`src/hdl/itf_pkg.sv`:
```
// ----------------------------------------------------------------------------
// itf_pkg: shared types and constants of the integer to text formatter
// Conversion selector codes, the classified job beat passed from the front
// end to the back end, and ASCII helpers.
// ----------------------------------------------------------------------------
package itf_pkg;

    localparam int NUM_W       = 64;
    localparam int OP_W        = 2;
    localparam int CHAR_W      = 7;
    localparam int DEC_DIGITS  = 20;
    localparam int BCD_W       = 4 * DEC_DIGITS;
    localparam int QUEUE_DEPTH = 2;

    localparam logic [CHAR_W-1:0] CH_MINUS     = 7'h2D;
    localparam logic [CHAR_W-1:0] CH_ZERO      = 7'h30;
    localparam logic [CHAR_W-1:0] HEX_ALPHA_OF = 7'd55;

    typedef enum logic [OP_W-1:0] {
        OP_SDEC    = 2'd0,
        OP_UDEC    = 2'd1,
        OP_HEX_MAG = 2'd2,
        OP_HEX_16  = 2'd3
    } t_op;

    // Classified conversion job
    typedef struct packed {
        logic             is_dec;   // decimal text, else hex
        logic             neg;      // write a leading minus sign
        logic [3:0]       hex_dm1;  // hex digit count minus one
        logic [NUM_W-1:0] value;    // magnitude for decimal, raw value for hex
    } t_job;

    function automatic logic [CHAR_W-1:0] hex_char(input logic [3:0] nib);
        logic [CHAR_W-1:0] wide;
        wide = {3'b000, nib};
        return (nib > 4'd9) ? wide + HEX_ALPHA_OF : wide + CH_ZERO;
    endfunction

endpackage

```
`src/hdl/itf_front.sv`:
```
// ----------------------------------------------------------------------------
// itf_front: input classifier
// Decodes the conversion selector, takes the magnitude of negative signed
// values and picks the hex digit count from the value's size.
// ----------------------------------------------------------------------------
module itf_front (
    input  logic [itf_pkg::OP_W-1:0]  i_operation,
    input  logic [itf_pkg::NUM_W-1:0] i_number,
    output itf_pkg::t_job             o_job
);

    logic [itf_pkg::NUM_W-1:0] negated;
    logic [3:0]                mag_dm1;

    assign negated = (~i_number) + {{(itf_pkg::NUM_W-1){1'b0}}, 1'b1};

    always_comb begin
        if (i_number[itf_pkg::NUM_W-1:8] == '0) begin
            mag_dm1 = 4'd1;
        end else if (i_number[itf_pkg::NUM_W-1:16] == '0) begin
            mag_dm1 = 4'd3;
        end else if (i_number[itf_pkg::NUM_W-1:32] == '0) begin
            mag_dm1 = 4'd7;
        end else begin
            mag_dm1 = 4'd15;
        end
    end

    always_comb begin
        o_job.is_dec  = 1'b0;
        o_job.neg     = 1'b0;
        o_job.hex_dm1 = 4'd15;
        o_job.value   = i_number;
        unique case (itf_pkg::t_op'(i_operation))
            itf_pkg::OP_SDEC: begin
                o_job.is_dec = 1'b1;
                o_job.neg    = i_number[itf_pkg::NUM_W-1];
                if (i_number[itf_pkg::NUM_W-1]) begin
                    o_job.value = negated;
                end
            end
            itf_pkg::OP_UDEC: begin
                o_job.is_dec = 1'b1;
            end
            itf_pkg::OP_HEX_MAG: begin
                o_job.hex_dm1 = mag_dm1;
            end
            itf_pkg::OP_HEX_16: begin
                o_job.hex_dm1 = 4'd15;
            end
            default: begin
                o_job.hex_dm1 = 4'd15;
            end
        endcase
    end

endmodule

```
`src/hdl/itf_queue.sv`:
```
// ----------------------------------------------------------------------------
// itf_queue: job queue between front and back end
// Small circular buffer of classified jobs.
// ----------------------------------------------------------------------------
module itf_queue #(
    parameter int DEPTH = itf_pkg::QUEUE_DEPTH
) (
    input  logic          i_clk,
    input  logic          i_rst_n,
    input  logic          i_push,
    input  itf_pkg::t_job i_job,
    output logic          o_full,
    input  logic          i_pop,
    output logic          o_valid,
    output itf_pkg::t_job o_job
);

    localparam int PW = (DEPTH > 1) ? $clog2(DEPTH) : 1;
    localparam int CW = $clog2(DEPTH + 1);
    localparam logic [PW-1:0] LAST_PTR = PW'(DEPTH - 1);
    localparam logic [CW-1:0] FULL_CNT = CW'(DEPTH);

    itf_pkg::t_job r_mem [DEPTH];
    logic [PW-1:0] r_wr_ptr;
    logic [PW-1:0] r_rd_ptr;
    logic [CW-1:0] r_count;

    assign o_full  = (r_count == FULL_CNT);
    assign o_valid = (r_count != '0);
    assign o_job   = r_mem[r_rd_ptr];

    always_ff @(posedge i_clk) begin
        if (i_push) begin
            r_mem[r_wr_ptr] <= i_job;
        end
    end

    always_ff @(posedge i_clk) begin
        if (!i_rst_n) begin
            r_wr_ptr <= '0;
            r_rd_ptr <= '0;
            r_count  <= '0;
        end else begin
            if (i_push) begin
                r_wr_ptr <= (r_wr_ptr == LAST_PTR) ? '0 : r_wr_ptr + 1'b1;
            end
            if (i_pop) begin
                r_rd_ptr <= (r_rd_ptr == LAST_PTR) ? '0 : r_rd_ptr + 1'b1;
            end
            if (i_push && !i_pop) begin
                r_count <= r_count + 1'b1;
            end else if (!i_push && i_pop) begin
                r_count <= r_count - 1'b1;
            end
        end
    end

endmodule

```
`src/hdl/itf_back.sv`:
```
// ----------------------------------------------------------------------------
// itf_back: character generator
// Converts a job to text: bit-serial binary to BCD with a leading zero scan
// for decimal, a nibble shifter for hex. A new job is taken only once the last one is done.
// ----------------------------------------------------------------------------
module itf_back (
    input  logic                       i_clk,
    input  logic                       i_rst_n,
    input  logic                       i_job_valid,
    input  itf_pkg::t_job              i_job,
    output logic                       o_pop,
    output logic                       o_strobe,
    output logic [itf_pkg::CHAR_W-1:0] o_character,
    output logic                       o_last
);

    typedef enum logic [1:0] {
        S_IDLE,
        S_DABBLE,
        S_DEC,
        S_HEX
    } t_state;

    t_state                      r_state, n_state;
    logic [itf_pkg::NUM_W-1:0]   r_bin, n_bin;
    logic [itf_pkg::BCD_W-1:0]   r_bcd, n_bcd;
    logic [5:0]                  r_cnt, n_cnt;
    logic                        r_seen, n_seen;
    logic                        r_strobe, n_strobe;
    logic                        r_last, n_last;
    logic [itf_pkg::CHAR_W-1:0]  r_char, n_char;
    logic [itf_pkg::BCD_W-1:0]   bcd_adj;
    logic [3:0]                  top_digit;

    // add 3 to every BCD digit of 5 or more before the shift
    always_comb begin
        for (int d = 0; d < itf_pkg::DEC_DIGITS; d++) begin
            bcd_adj[4*d +: 4] = (r_bcd[4*d +: 4] >= 4'd5) ?
                                r_bcd[4*d +: 4] + 4'd3 : r_bcd[4*d +: 4];
        end
    end

    assign top_digit = r_bcd[itf_pkg::BCD_W-1 -: 4];

    always_comb begin
        n_state  = r_state;
        n_bin    = r_bin;
        n_bcd    = r_bcd;
        n_cnt    = r_cnt;
        n_seen   = r_seen;
        n_strobe = 1'b0;
        n_last   = 1'b0;
        n_char   = r_char;
        o_pop    = 1'b0;
        unique case (r_state)
            S_IDLE: begin
                if (i_job_valid) begin
                    o_pop = 1'b1;
                    n_bcd = '0;
                    if (i_job.is_dec) begin
                        n_bin   = i_job.value;
                        n_cnt   = 6'd63;
                        n_state = S_DABBLE;
                        if (i_job.neg) begin
                            n_strobe = 1'b1;
                            n_char   = itf_pkg::CH_MINUS;
                        end
                    end else begin
                        // align the first digit to the top nibble
                        n_bin   = i_job.value << {~i_job.hex_dm1, 2'b00};
                        n_cnt   = {2'b00, i_job.hex_dm1};
                        n_state = S_HEX;
                    end
                end
            end
            S_DABBLE: begin
                n_bcd = {bcd_adj[itf_pkg::BCD_W-2:0], r_bin[itf_pkg::NUM_W-1]};
                n_bin = r_bin << 1;
                if (r_cnt == '0) begin
                    n_cnt   = 6'(itf_pkg::DEC_DIGITS - 1);
                    n_seen  = 1'b0;
                    n_state = S_DEC;
                end else begin
                    n_cnt = r_cnt - 1'b1;
                end
            end
            S_DEC: begin
                n_bcd = r_bcd << 4;
                // drop leading zeros, but always write the units digit
                if (top_digit != 4'd0 || r_seen || r_cnt == '0) begin
                    n_strobe = 1'b1;
                    n_seen   = 1'b1;
                    n_char   = itf_pkg::CH_ZERO | {3'b000, top_digit};
                    n_last   = (r_cnt == '0);
                end
                if (r_cnt == '0) begin
                    n_state = S_IDLE;
                end else begin
                    n_cnt = r_cnt - 1'b1;
                end
            end
            S_HEX: begin
                n_strobe = 1'b1;
                n_char   = itf_pkg::hex_char(r_bin[itf_pkg::NUM_W-1 -: 4]);
                n_last   = (r_cnt == '0);
                n_bin    = r_bin << 4;
                if (r_cnt == '0) begin
                    n_state = S_IDLE;
                end else begin
                    n_cnt = r_cnt - 1'b1;
                end
            end
            default: begin
                n_state = S_IDLE;
            end
        endcase
    end

    always_ff @(posedge i_clk) begin
        if (!i_rst_n) begin
            r_state  <= S_IDLE;
            r_strobe <= 1'b0;
            r_last   <= 1'b0;
        end else begin
            r_state  <= n_state;
            r_strobe <= n_strobe;
            r_last   <= n_last;
        end
        r_bin  <= n_bin;
        r_bcd  <= n_bcd;
        r_cnt  <= n_cnt;
        r_seen <= n_seen;
        r_char <= n_char;
    end

    assign o_strobe    = r_strobe;
    assign o_character = r_char;
    assign o_last      = r_last;

    a_dabble_to_scan: assert property (@(posedge i_clk) disable iff (!i_rst_n)
        (r_state == S_DABBLE && r_cnt == '0) |=> (r_state == S_DEC))
        else $error("binary to BCD pass did not end in the digit scan");

    a_last_ends_job: assert property (@(posedge i_clk) disable iff (!i_rst_n)
        (r_strobe && r_last) |-> (r_state == S_IDLE))
        else $error("final character shown while a job is still running");

    a_sign_only_first: assert property (@(posedge i_clk) disable iff (!i_rst_n)
        (r_state == S_DABBLE && r_strobe) |->
        (r_cnt == 6'd63 && r_char == itf_pkg::CH_MINUS && !r_last))
        else $error("unexpected character during binary to BCD pass");

    a_pop_in_idle: assert property (@(posedge i_clk) disable iff (!i_rst_n)
        o_pop |-> (r_state == S_IDLE && i_job_valid))
        else $error("job taken while busy or queue empty");

endmodule

```
`src/hdl/integer_to_text_formatter.sv`:
```
// ----------------------------------------------------------------------------
// integer_to_text_formatter: 64-bit integer to ASCII text
// Writes a number as signed decimal, unsigned decimal, magnitude-sized hex
// or 16-digit hex, one character per result beat.
// ----------------------------------------------------------------------------
// Raise start with i_operation and i_number while busy is low to hand in a
// number; busy stays high only while the job queue (QUEUE_DEPTH entries) is
// full. Characters leave on o_character with o_strobe high for one cycle
// each, and o_last marks the final character of a number; there is no
// backpressure, so capture every strobed beat. The back end works one number
// at a time. A hex number is loaded, then its digits are written from the
// top. A decimal number is loaded, passed through the bit-serial binary to
// BCD converter, and then a scan over the BCD digits drops leading zeros;
// a minus sign is written during the first converter cycle. The converter
// loop sets the sustained rate for decimal text.
// ----------------------------------------------------------------------------
module integer_to_text_formatter #(
    parameter int QUEUE_DEPTH = itf_pkg::QUEUE_DEPTH
) (
    input  logic                       i_clk,
    input  logic                       i_rst_n,
    input  logic                       start,
    output logic                       busy,
    input  logic [itf_pkg::OP_W-1:0]   i_operation,
    input  logic [itf_pkg::NUM_W-1:0]  i_number,
    output logic                       o_strobe,
    output logic [itf_pkg::CHAR_W-1:0] o_character,
    output logic                       o_last
);

    itf_pkg::t_job front_job;   // classified beat from the front end
    itf_pkg::t_job head_job;    // oldest queued job
    logic          q_full;
    logic          q_valid;
    logic          pop;
    logic          push;

    // Accept a beat whenever the queue has room
    assign busy = q_full;
    assign push = start && !q_full;

    // Front end: decode selector, take magnitude, size hex output
    itf_front u_front (
        .i_operation (i_operation),
        .i_number    (i_number),
        .o_job       (front_job)
    );

    // Hold classified jobs until the back end is free
    itf_queue #(
        .DEPTH (QUEUE_DEPTH)
    ) u_queue (
        .i_clk   (i_clk),
        .i_rst_n (i_rst_n),
        .i_push  (push),
        .i_job   (front_job),
        .o_full  (q_full),
        .i_pop   (pop),
        .o_valid (q_valid),
        .o_job   (head_job)
    );

    // Back end: convert and stream characters
    itf_back u_back (
        .i_clk       (i_clk),
        .i_rst_n     (i_rst_n),
        .i_job_valid (q_valid),
        .i_job       (head_job),
        .o_pop       (pop),
        .o_strobe    (o_strobe),
        .o_character (o_character),
        .o_last      (o_last)
    );

endmodule

```
`config.mk`:
```
export PLATFORM = sky130hd
export DESIGN_NAME = integer_to_text_formatter
export DESIGN_NICKNAME = d
export VERILOG_FILES = /design/src/hdl/itf_pkg.sv /design/src/hdl/itf_front.sv /design/src/hdl/itf_queue.sv /design/src/hdl/itf_back.sv /design/src/hdl/integer_to_text_formatter.sv
export SDC_FILE = /design/constraint.sdc
export NUM_CORES = 1
export LEC_CHECK = 0
export ABC_AREA = 1
export BUFFER_PORTS_ARGS = -buffer_cell sky130_fd_sc_hd__buf_2
export CAP_MARGIN = 20
export CORE_ASPECT_RATIO = 0.5
export CORE_MARGIN = 2
export CORE_UTILIZATION = 45
export DETAILED_ROUTE_END_ITERATION = 12
export RECOVER_POWER = 100
export SLEW_MARGIN = 10
export SYNTH_ARGS = -nofsm -noshare
export SYNTH_HDL_FRONTEND = slang
export SYNTH_HIERARCHICAL = 1
export SYNTH_SLANG_ARGS = --single-unit
export TNS_END_PERCENT = 50
```
`constraint.sdc`:
```
create_clock -name i_clk -period 7.98 [get_ports i_clk]
set_clock_uncertainty 0.2 [all_clocks]
set_input_delay 1.596 -clock i_clk [delete_from_list [all_inputs] [get_ports i_clk]]
set_output_delay 1.596 -clock i_clk [all_outputs]
set_load 0.005 [all_outputs]
```
[Yosys cells after proc, flatten, opt, wreduce, memory -nomap -nowiden]
Memory sizes are Yosys's and may differ from the RTL's. A register that Yosys moved wholly into a read port is not among the register bits.
Index checks and enable logic that the tools add are counted.
Operators by class
  add/subtract/negate cells: 28
  shift operators: 1
  multiplexer cells: 69
  bitwise logic cells: 2
  reductions and logical operators: 29
  magnitude comparators: 21
  eq/ne operators: 13
Operator list (count)
  $mux W64: 4
  $pmux W80 S3: 1
  $pmux W64 S3: 1
  $mux W4: 23
  $ge A4 B3 Y1 const B: 20
  $mux W80: 1
  $add A4 B2 Y4 const B: 19
  $add A64 B1 Y64 const B: 1
  $not A64 Y64: 1
  $shl A64 B6 Y64: 1
  $logic_not A56 Y1: 1
  $logic_not A48 Y1: 1
  $mux W7: 5
  $logic_not A32 Y1: 1
  $mux W6: 4
  $pmux W7 S3: 1
  $pmux W6 S3: 1
  $mux W1: 17
  $add A4 B6 Y7 const B: 2
  $mux W2: 6
  $reduce_bool A3 Y1: 3
  $eq A2 B2 Y1 const B: 4
  $ne A2 B2 Y1 const B: 4
  $logic_not A6 Y1: 1
  23 further kinds: 40
Storage, ports and cells
  register bits after elaboration: 166
  word-level logic and storage cells: 175
  input port bits: 69
  output and inout bits: 10
  memories: 1
  bits in writable memories: 140
Memory list
  u_queue.r_mem: words 2, width 70, read ports 1, clocked after Yosys merged registers in 1, write ports 1, line itf_queue.sv:23  | itf_pkg::t_job r_mem [DEPTH];

[Longest topological paths before layout]
Gate-level depths: netlist of run 1.
  depth after elaboration: 7
  mapped depth: 15
  mapped depth without buffers: 12

[Modules after synthesis]
The synthesis of run 1 kept the hierarchy.
Modules (own cells, without submodules)
  itf_back: times used 1, sequential area each 4824.6 µm², cells an instance 1734, area an instance 12426.9 µm²
  itf_queue: times used 1, sequential area each 4304.1 µm², cells an instance 253, area an instance 5634.2 µm²
  itf_front: times used 1, sequential area each 0.0 µm², cells an instance 535, area an instance 2537.4 µm²
  integer_to_text_formatter: times used 1, sequential area each 0.0 µm², cells an instance 2, area an instance 10.0 µm²

[Worst setup path after synthesis of run 1]
No wires, ideal clock.
  path type: input-to-reg
  start point: input port start
  end point: memory u_queue/r_mem[0][0] (netlist name), enable pin
  arrival: 4.749 ns
  stages: 4
  library setup time: 0.500 ns
  path slack: 2.531 ns
  buffers on the path: 0
  data required time: 7.280 ns
  cells stage by stage: inv_1 -> nor2_2 -> inv_1 -> nor2_1
Between the ends
  cells in the longest elaborated chain, start to end: 3
Ends and longest elaborated chain
  from (decl): line integer_to_text_formatter.sv:22  | input logic start,
  $logic_and A1 B1 Y1: line integer_to_text_formatter.sv:40  | assign push = start && !q_full;
  net push: line integer_to_text_formatter.sv:36  | logic push;
  $mux W1: line itf_queue.sv:33  | if (i_push) begin
  $mux W1 (not written as such): line itf_queue.sv:34  | r_mem[r_wr_ptr] <= i_job;
  to (decl): line itf_queue.sv:23
The timed path passes the listed nets, and every way through them passes these cells.

==> results of run 1 <==
## critical path: cells and delay by family, from the launching register on
kind	cells	cell delay, ps
simple gates	4	630
buf+inv	1	660
compound gates	2	590
flops	1	2220
mux	1	1020
## routing by layer
| layer | share of wire [%] | global-route usage (%) | vias up |
|---|---|---|---|
| met5 | 0 | 0 | - |
| met4 | 2.7 | 6.723 | 0 |
| met3 | 6.2 | 2.629 | 87 |
| met2 | 44 | 36.25 | 565 |
| met1 | 48 | 34.43 | 8128 |
| li1 | - | - | 8452 |
## Yosys cell counts, types with 2 or more instances
cell type  count  area share [%]
xor2_1        44             1.9
nor2_4         9            0.49
edfxtp_1     298              43
a21o_1         6            0.22
buf_1          6            0.11
xnor2_1        9            0.38
a31oi_1        2           0.061
o31ai_1        3            0.11
a22oi_1        3            0.11
a21boi_1       4            0.15
inv_2         12            0.22
a22o_1         3            0.13
inv_1        310             5.6
nand4_1       21            0.64
o21ai_1       22            0.53
o32ai_1       17            0.72
nand2_4        4            0.22
nand3_2        2           0.097
o211ai_1      26            0.95
buf_6         10            0.55
o21bai_1       6            0.22
nor3_1         5            0.12
clkbuf_1      32            0.58
o221ai_1       2           0.085
o21ai_0      119             2.9
nor2_2         7            0.21
ha_1          54             3.3
dfxtp_1        9            0.87
nand3b_1      11            0.40
a21oi_1       52             1.3
buf_4         15            0.55
mux2_4        70             5.1
clkinv_1       2           0.036
nand2_1      724              13
buf_12         7            0.68
buf_2         40            0.97
o22ai_1       61             1.9
nand3_1      263             6.4
nand2_2        6            0.18
nor2_1       216             3.9
## path summary, 6_finish.rpt
kind / startpoint / to / slack (ps)
worst max-delay path: register / u_back/r_bin[29]$_DFFE_PP_ / 2330
worst min-delay path: u_queue/r_rd_ptr$_SDFFE_PN0P_ / u_queue/r_rd_ptr$_SDFFE_PN0P_ / 310
worst max register to register: register / u_back/r_bin[29]$_DFFE_PP_ / 2330
worst min register to register: u_queue/r_rd_ptr$_SDFFE_PN0P_ / u_queue/r_rd_ptr$_SDFFE_PN0P_ / 310
## registers in the layout, summed over array words and instances (netlist names), named ones only
name / flops
u_back/o_strobe: 1
u_back/r_state: 2
u_back/r_bin: 64
u_queue/r_rd_ptr: 1
u_back/r_cnt: 6
u_queue/r_wr_ptr: 1
u_back/o_last: 1
u_queue/r_mem: 140
u_back/o_character: 7
u_back/r_seen: 1
u_back/r_bcd: 80
u_queue/r_count: 2
## per-stage QoR
stage               cells  setup WS (ps)  instance area [um2]
global route         3163           1957                22050
floorplan            2524           2531                20610
detailed placement   3104           3995                21180
finish               3163           2325                22050
global placement     3104           3995                21180
CTS                  3162           3985                22210
## placed cells by master (no fill, tap or decap), types with 44 or more instances in the layout
| cell | synthesis | layout |
|---|---|---|
| a21oi_1 | 52 | 53 |
| ha_1 | 54 | 54 |
| xor2_1 | 44 | 44 |
| inv_1 | 310 | 312 |
| nand2_1 | 724 | 730 |
| buf_2 | 40 | 64 |
| mux2_4 | 70 | 68 |
| edfxtp_1 | 298 | 298 |
| nor2_1 | 216 | 222 |
| o22ai_1 | 61 | 61 |
| nand3_1 | 263 | 264 |
| o21ai_0 | 119 | 126 |
## layout make-up
| class | instances | share of cell area (%) |
|---|---|---|
| Timing Repair Buffer | 94 | 2.156 |
| Clock buffer | 37 | 3.756 |
| Multi-Input combinational cell | 1782 | 42.88 |
| Inverter | 324 | 5.514 |
| Tap cell | 598 | 3.393 |
| Sequential cell | 307 | 41.39 |
| Clock inverter | 21 | 0.9077 |
## power groups by stage
| stage | registers (mW) | clock network (mW) | logic [mW] |
|---|---|---|---|
| floorplan | 2.88 | 0 | 2.71 |
| global placement | 2.95 | 0 | 3.46 |
| detailed placement | 2.96 | 0 | 3.48 |
| CTS | 2.93 | 1.54 | 3.50 |
| global route | 3.08 | 1.60 | 3.95 |
| finish | 3.00 | 1.51 | 3.52 |
## kinds of logic after synthesis
family	synth area share [%]
other	0.01820
XOR/XNOR	2.252
buffers and inverters	9.362
adder cells (fa/ha/maj)	3.278
AO/OA/AOI/OAI	9.441
flip-flops	44.30
multiplexers	5.100
AND/OR/NAND/NOR	26.25
==> metrics.yaml, run 1 <==
yosys:
  synth.cell_area_mm2: 0.02061
  ys_seq_area_share_pct: 44.30
  yosys_register_bits: 307
  synth_edf_count: 298
  synth.distinct_cells: 52
  synthCells: 2524
  synthArstFlopShare_pct: 0
  synth_fp_nets: 2647
  ys.flop_type: "edfxtp_1"
  synth.avg_cell_area_um2: 8.165
  synth_warnings: 6
layout:
  final_nets: 2663
  fill_cells: 4409
  post-route-util_pct: 48.78
  area_growth_pct: 7.018
  antennaDiodeCount: 0
  drive_gt1_share_pct: 8.577
  multi_input_area_mm2: 0.009458
  ff_latch_area_mm2: 0.009129
timing:
  worstMarginPinSlew_ps: 4495
  setup_violations: 0
  max_freq_mhz: 176.8
  min_period_over_period_pct: 70.86
  tns_ps: 0
  drv_slew: 536
  holdWs_ps: 305.2
  hold_viol_final: 0
  period_needed_ps: 5655
  rsz0062_at_grt: "no"
  slew_headroom_pct: -199.7
clock_tree:
  ctsResizeCount: 0
  clk_path_buf_depth: 3
  path_clk_slew_ps: 70
  post_cts_buffers: 0
  cts_tree: "done"
  worstSkewPairLatency_ps: 610
  cts_sinks: 307
  hold_buffers: 0
  htreeDepth: 1
  cts-root-buf: "clkbuf_16"
  cts_buffers: 31
power_and_ir_drop:
  irDropWorstVdd_mv: 0.2387
  clock_power_share_pct: 18.8
  finalPower_mw: 8.024
  power_density_mw_per_mm2: 363.8
  power.share.sequential_pct: 37.4
  leakage_nw: 9.568
  switching_power_mw: 3.360
  swShare_pct: 41.87
  comb_power_share_pct: 43.8
  p_int_mw: 4.665
die:
  dieWidth_um: 306.6
  die-area_mm2: 0.04763
  fp.coreArea_mm2: 0.04521
  io_pins: 79
  die_h_um: 155.3
  initial_utilization_pct: 45.58
  rows: 55
detailed_routing:
  wl_um: 56220
  viasPerCell: 5.448
  dr_total_vias: 17232
  drt_pre_antenna_iters: 6
  drt_iter0_markers: 1808
  wl_per_cell_um: 17.77
  antenna_left: 0
  drcViolationCount: 0
grt:
  grt-ovfl-total: 0
  grtUsageTotal_pct: 23.34
  grt_antenna_before_repair: 0
  grt_pass1_wl_um: 88110
  grt_max_degree: 81
  grt_pass1_vias: 16029
critical_path:
  worstPathMaxFanout: 74
  path_cells: "mux2_4 -> inv_2 -> nand2_1 -> nand3_1 -> nand3_1 -> nand2_1 -> a21boi_0 -> o21bai_1"
  crit_type: "register to register"
  reg2reg_depth: 8
  cp-end-kind: "register"
  worstPathRequired_ps: 8090
  slowest_stage: "dfxtp_1"
  arrival_ps: 5760
  slowest_delay_ps: 2220
  start_kind: "register"
status:
  violations: "capacitance limit, slew limit"
  status: "finished, violations left"
job:
  cap_violations: 9
min_path:
  hold_class: "register to register"
  hold_depth: 2
placed_design:
  place_congestion: 0.8924
  port_buffers: 78
  hpwlAfterDp_um: 39070
No activity file was read; power rests on OpenSTA's default activity.
==> run 2: changes to the inputs <==
--- a/config.mk
+++ b/config.mk
@@ -5,7 +5,7 @@
 export SDC_FILE = /design/constraint.sdc
 export NUM_CORES = 1
 export LEC_CHECK = 0
-export ABC_AREA = 1
+export ABC_AREA = 0
 export BUFFER_PORTS_ARGS = -buffer_cell sky130_fd_sc_hd__buf_2
 export CAP_MARGIN = 20
 export CORE_ASPECT_RATIO = 0.5
==> constraint.sdc (replaced) <==
create_clock -name i_clk -period 5.5 [get_ports i_clk]
set_clock_uncertainty 0.2 [all_clocks]
set_input_delay 1.1 -clock i_clk [delete_from_list [all_inputs] [get_ports i_clk]]
set_output_delay 1.1 -clock i_clk [all_outputs]
set_load 0.005 [all_outputs]
==> run 2 against run 1 <==
  * The run still ends with capacitance limit, slew limit left
  * Combinational power is 24% higher
  * First-iteration DRC count down 17%
  * Power increased by 35%
==> metrics.yaml, run 2 <==
status:
  status: "finished, violations left"
  violations: "capacitance limit, slew limit"
power_and_ir_drop:
  irDropWorstVdd_mv: 0.2369
  finalPower_mw: 10.80
  leakage_nw: 7.262
  power_density_mw_per_mm2: 523.4
yosys:
  yosys_register_bits: 307
  synth_top_family_by_area: "compound AO/OA/AOI/OAI gates"
  synthSimpleGateAreaFrac_pct: 10.29
  synthTopCellsByArea: "edfxtp_1 (47%), mux2_2 (5.7%), mux4_2 (5.5%)"
  synth_adder_area_share_pct: 3.562
  synth_warnings: 6
  synth-compound-area-share_pct: 15.22
  synth-xor-area-share_pct: 4.341
  synth.cell_area_mm2: 0.01897
  synth.distinct_cells: 78
  ys_seq_area_share_pct: 48.13
  ys_top_cells_by_count: "edfxtp_1 (298), mux2_2 (96), a21oi_1 (95)"
  synth_fp_nets: 1731
  synthArstFlopShare_pct: 0
  synth.mux.area_fraction_pct: 14.55
  yosys.area.top_type: "edfxtp_1"
  synth_top_area_share_pct: 47.18
  synth_edf_count: 298
  synth.avg_cell_area_um2: 11.80
  synth.most_common_cell: "edfxtp_1"
  ys.flop_type: "edfxtp_1"
  synthCells: 1608
critical_path:
  slowest_stage: "clkbuf_2"
  worstPathMaxFanout: 69
  slowest_delay_ps: 1300
  worstPathRequired_ps: 5630
  cp_top_family: "buffers and inverters"
  path_cells: "clkbuf_2 -> mux2_1 -> inv_1 -> mux2_2 -> a222oi_1 -> o21ai_0"
  reg2reg_slack_ps: 1050
  arrival_ps: 4580
  cp.buffers_inverters: 2
  start_kind: "register"
  r2r_end: "u_back/r_bin[41]$_DFFE_PP_"
  reg2reg_depth: 6
  crit_type: "register to register"
  cp.depth: 6
  cp-end-kind: "register"
die:
  die_h_um: 149.2
  rows: 53
  dieWidth_um: 294.3
  fp.coreArea_mm2: 0.04178
  io_pins: 79
  die-area_mm2: 0.04391
  initial_utilization_pct: 45.40
timing:
  drv_slew: 351
  period_needed_ps: 4452
  rsz0062_at_grt: "no"
  hold_viol_final: 0
  holdWs_ps: 303.6
  worst_slack_ps: 1048
  slew_headroom_pct: -84.88
  tns_ps: 0
  max_freq_mhz: 224.6
  min_period_over_period_pct: 80.94
  worstMarginPinSlew_ps: 2773
  setup_violations: 0
clock_tree:
  htreeDepth: 1
  cts_tree: "done"
  ctsResizeCount: 0
  clk_path_buf_depth: 3
  worstSkewPairLatency_ps: 600
  hold_buffers: 0
  cts_buffers: 31
  cts_sinks: 307
  cts-root-buf: "clkbuf_16"
  path_clk_slew_ps: 70
  post_cts_buffers: 0
placed_design:
  hpwlAfterDp_um: 37210
  placed_cells: 2160
  place_congestion: 0.9093
  place_ws_ps: 1783
  port_buffers: 78
  dpl-instance-area_mm2: 0.01979
detailed_routing:
  drcViolationCount: 0
  dr_total_vias: 14064
  viasPerCell: 6.341
  antenna_left: 0
  drt_pre_antenna_iters: 6
  wl_um: 53270
  drt_iter0_markers: 1493
  wl_per_cell_um: 24.02
layout:
  post-route-util_pct: 49.37
  largest_registers: "u_queue/r_mem x140, u_back/r_bcd x80, u_back/r_bin x64"
  final_common_cell: "edfxtp_1"
  fin_cells: 2218
  fin_area_mm2: 0.02063
  final_cell_mix: "edfxtp_1 (298), o21ai_0 (97), a21oi_1 (95), mux2_2 (93), nand2_1 (88)"
  drive_gt1_share_pct: 17.09
  top_register: "u_queue/r_mem"
  antennaDiodeCount: 0
  final_nets: 1766
  area_growth_pct: 8.747
  largest_reg_flops: 140
grt:
  grt_antenna_before_repair: 0
  grt-ovfl-total: 0
  grt_max_degree: 72
  grtUsageTotal_pct: 24.08
  grt_pass1_vias: 13931
  grt_pass1_wl_um: 81940
min_path:
  worstHoldStart: "u_queue/r_count[1]$_SDFFE_PN0P_"
  holdPathEnd: "u_queue/r_count[1]$_SDFFE_PN0P_"
  hold_class: "register to register"
  hold_depth: 2
job:
  cap_violations: 7
==> run 2: cell types whose count changed in the layout (fill, tap and decap cells not counted), moves of 49 or more <==
| cell | before | now |
|---|---|---|
| inv_1 | 312 | 66 |
| mux2_4 | 68 | 1 |
| mux2_2 | 0 | 93 |
| nand3_1 | 264 | 13 |
| nand2_1 | 730 | 88 |
| a22oi_1 | 3 | 52 |
| nor2_1 | 222 | 57 |
==> run 2: cell type report <==
| class | instances | area (um2) |
|---|---|---|
| timing repair buffer | 100 | 513.0 |
| clock buffer | 38 | 832.0 |
| fill | 3691 | 21150 |
| inverter | 66 | 247.7 |
| clock inverter | 20 | 168.9 |
| sequential | 307 | 9129 |
| multi-input combinational | 1137 | 9047 |
| tap | 550 | 688.2 |
==> run 2: how the worst max path moves through the flow <==
stage	start	endpoint
6_report	register	u_back/r_bin[41]$_DFFE_PP_
3_5_place_dp	register	u_back/r_bin[41]$_DFFE_PP_
2_1_floorplan	start	u_queue/r_mem[0][0]$_DFFE_PP_
5_1_grt	u_back/r_state[1]$_SDFFE_PN0P_	u_back/r_bcd[44]$_DFFE_PP_
3_3_place_gp	register	u_back/r_bin[41]$_DFFE_PP_
4_1_cts	register	u_back/r_bin[12]$_DFFE_PP_
==> run 2: cell families after synthesis <==
kind of cell | count (synthesis)
buffers and inverters | 164
and+or+nand+nor | 346
adders and majority gates | 54
xor gates and xnor gates | 94
muxes | 204
DFF | 307
AOI/OAI and AO/OA | 438
other | 1
==> run 2: tightest hold or removal path, cell delays in order (launching register included) <==
cell and delay [ps]:
dfxtp_1 320, o21ai_0 70, a21boi_0 70
==> run 2: report_power, final <==
part,internal [mW],switching [mW],total (mW)
sequential,3.74,0.560,4.30
clock,1.17,0.943,2.12
combinational,1.70,2.69,4.38
total,6.61,4.19,10.8
==> run 2: per-layer routing <==
| metal | share of wire [%] | track usage, % |
|---|---|---|
| met5 | 0 | 0 |
| met4 | 3.0 | 6.811 |
| met3 | 8.1 | 5.170 |
| met2 | 44 | 36.69 |
| met1 | 45 | 34.69 |
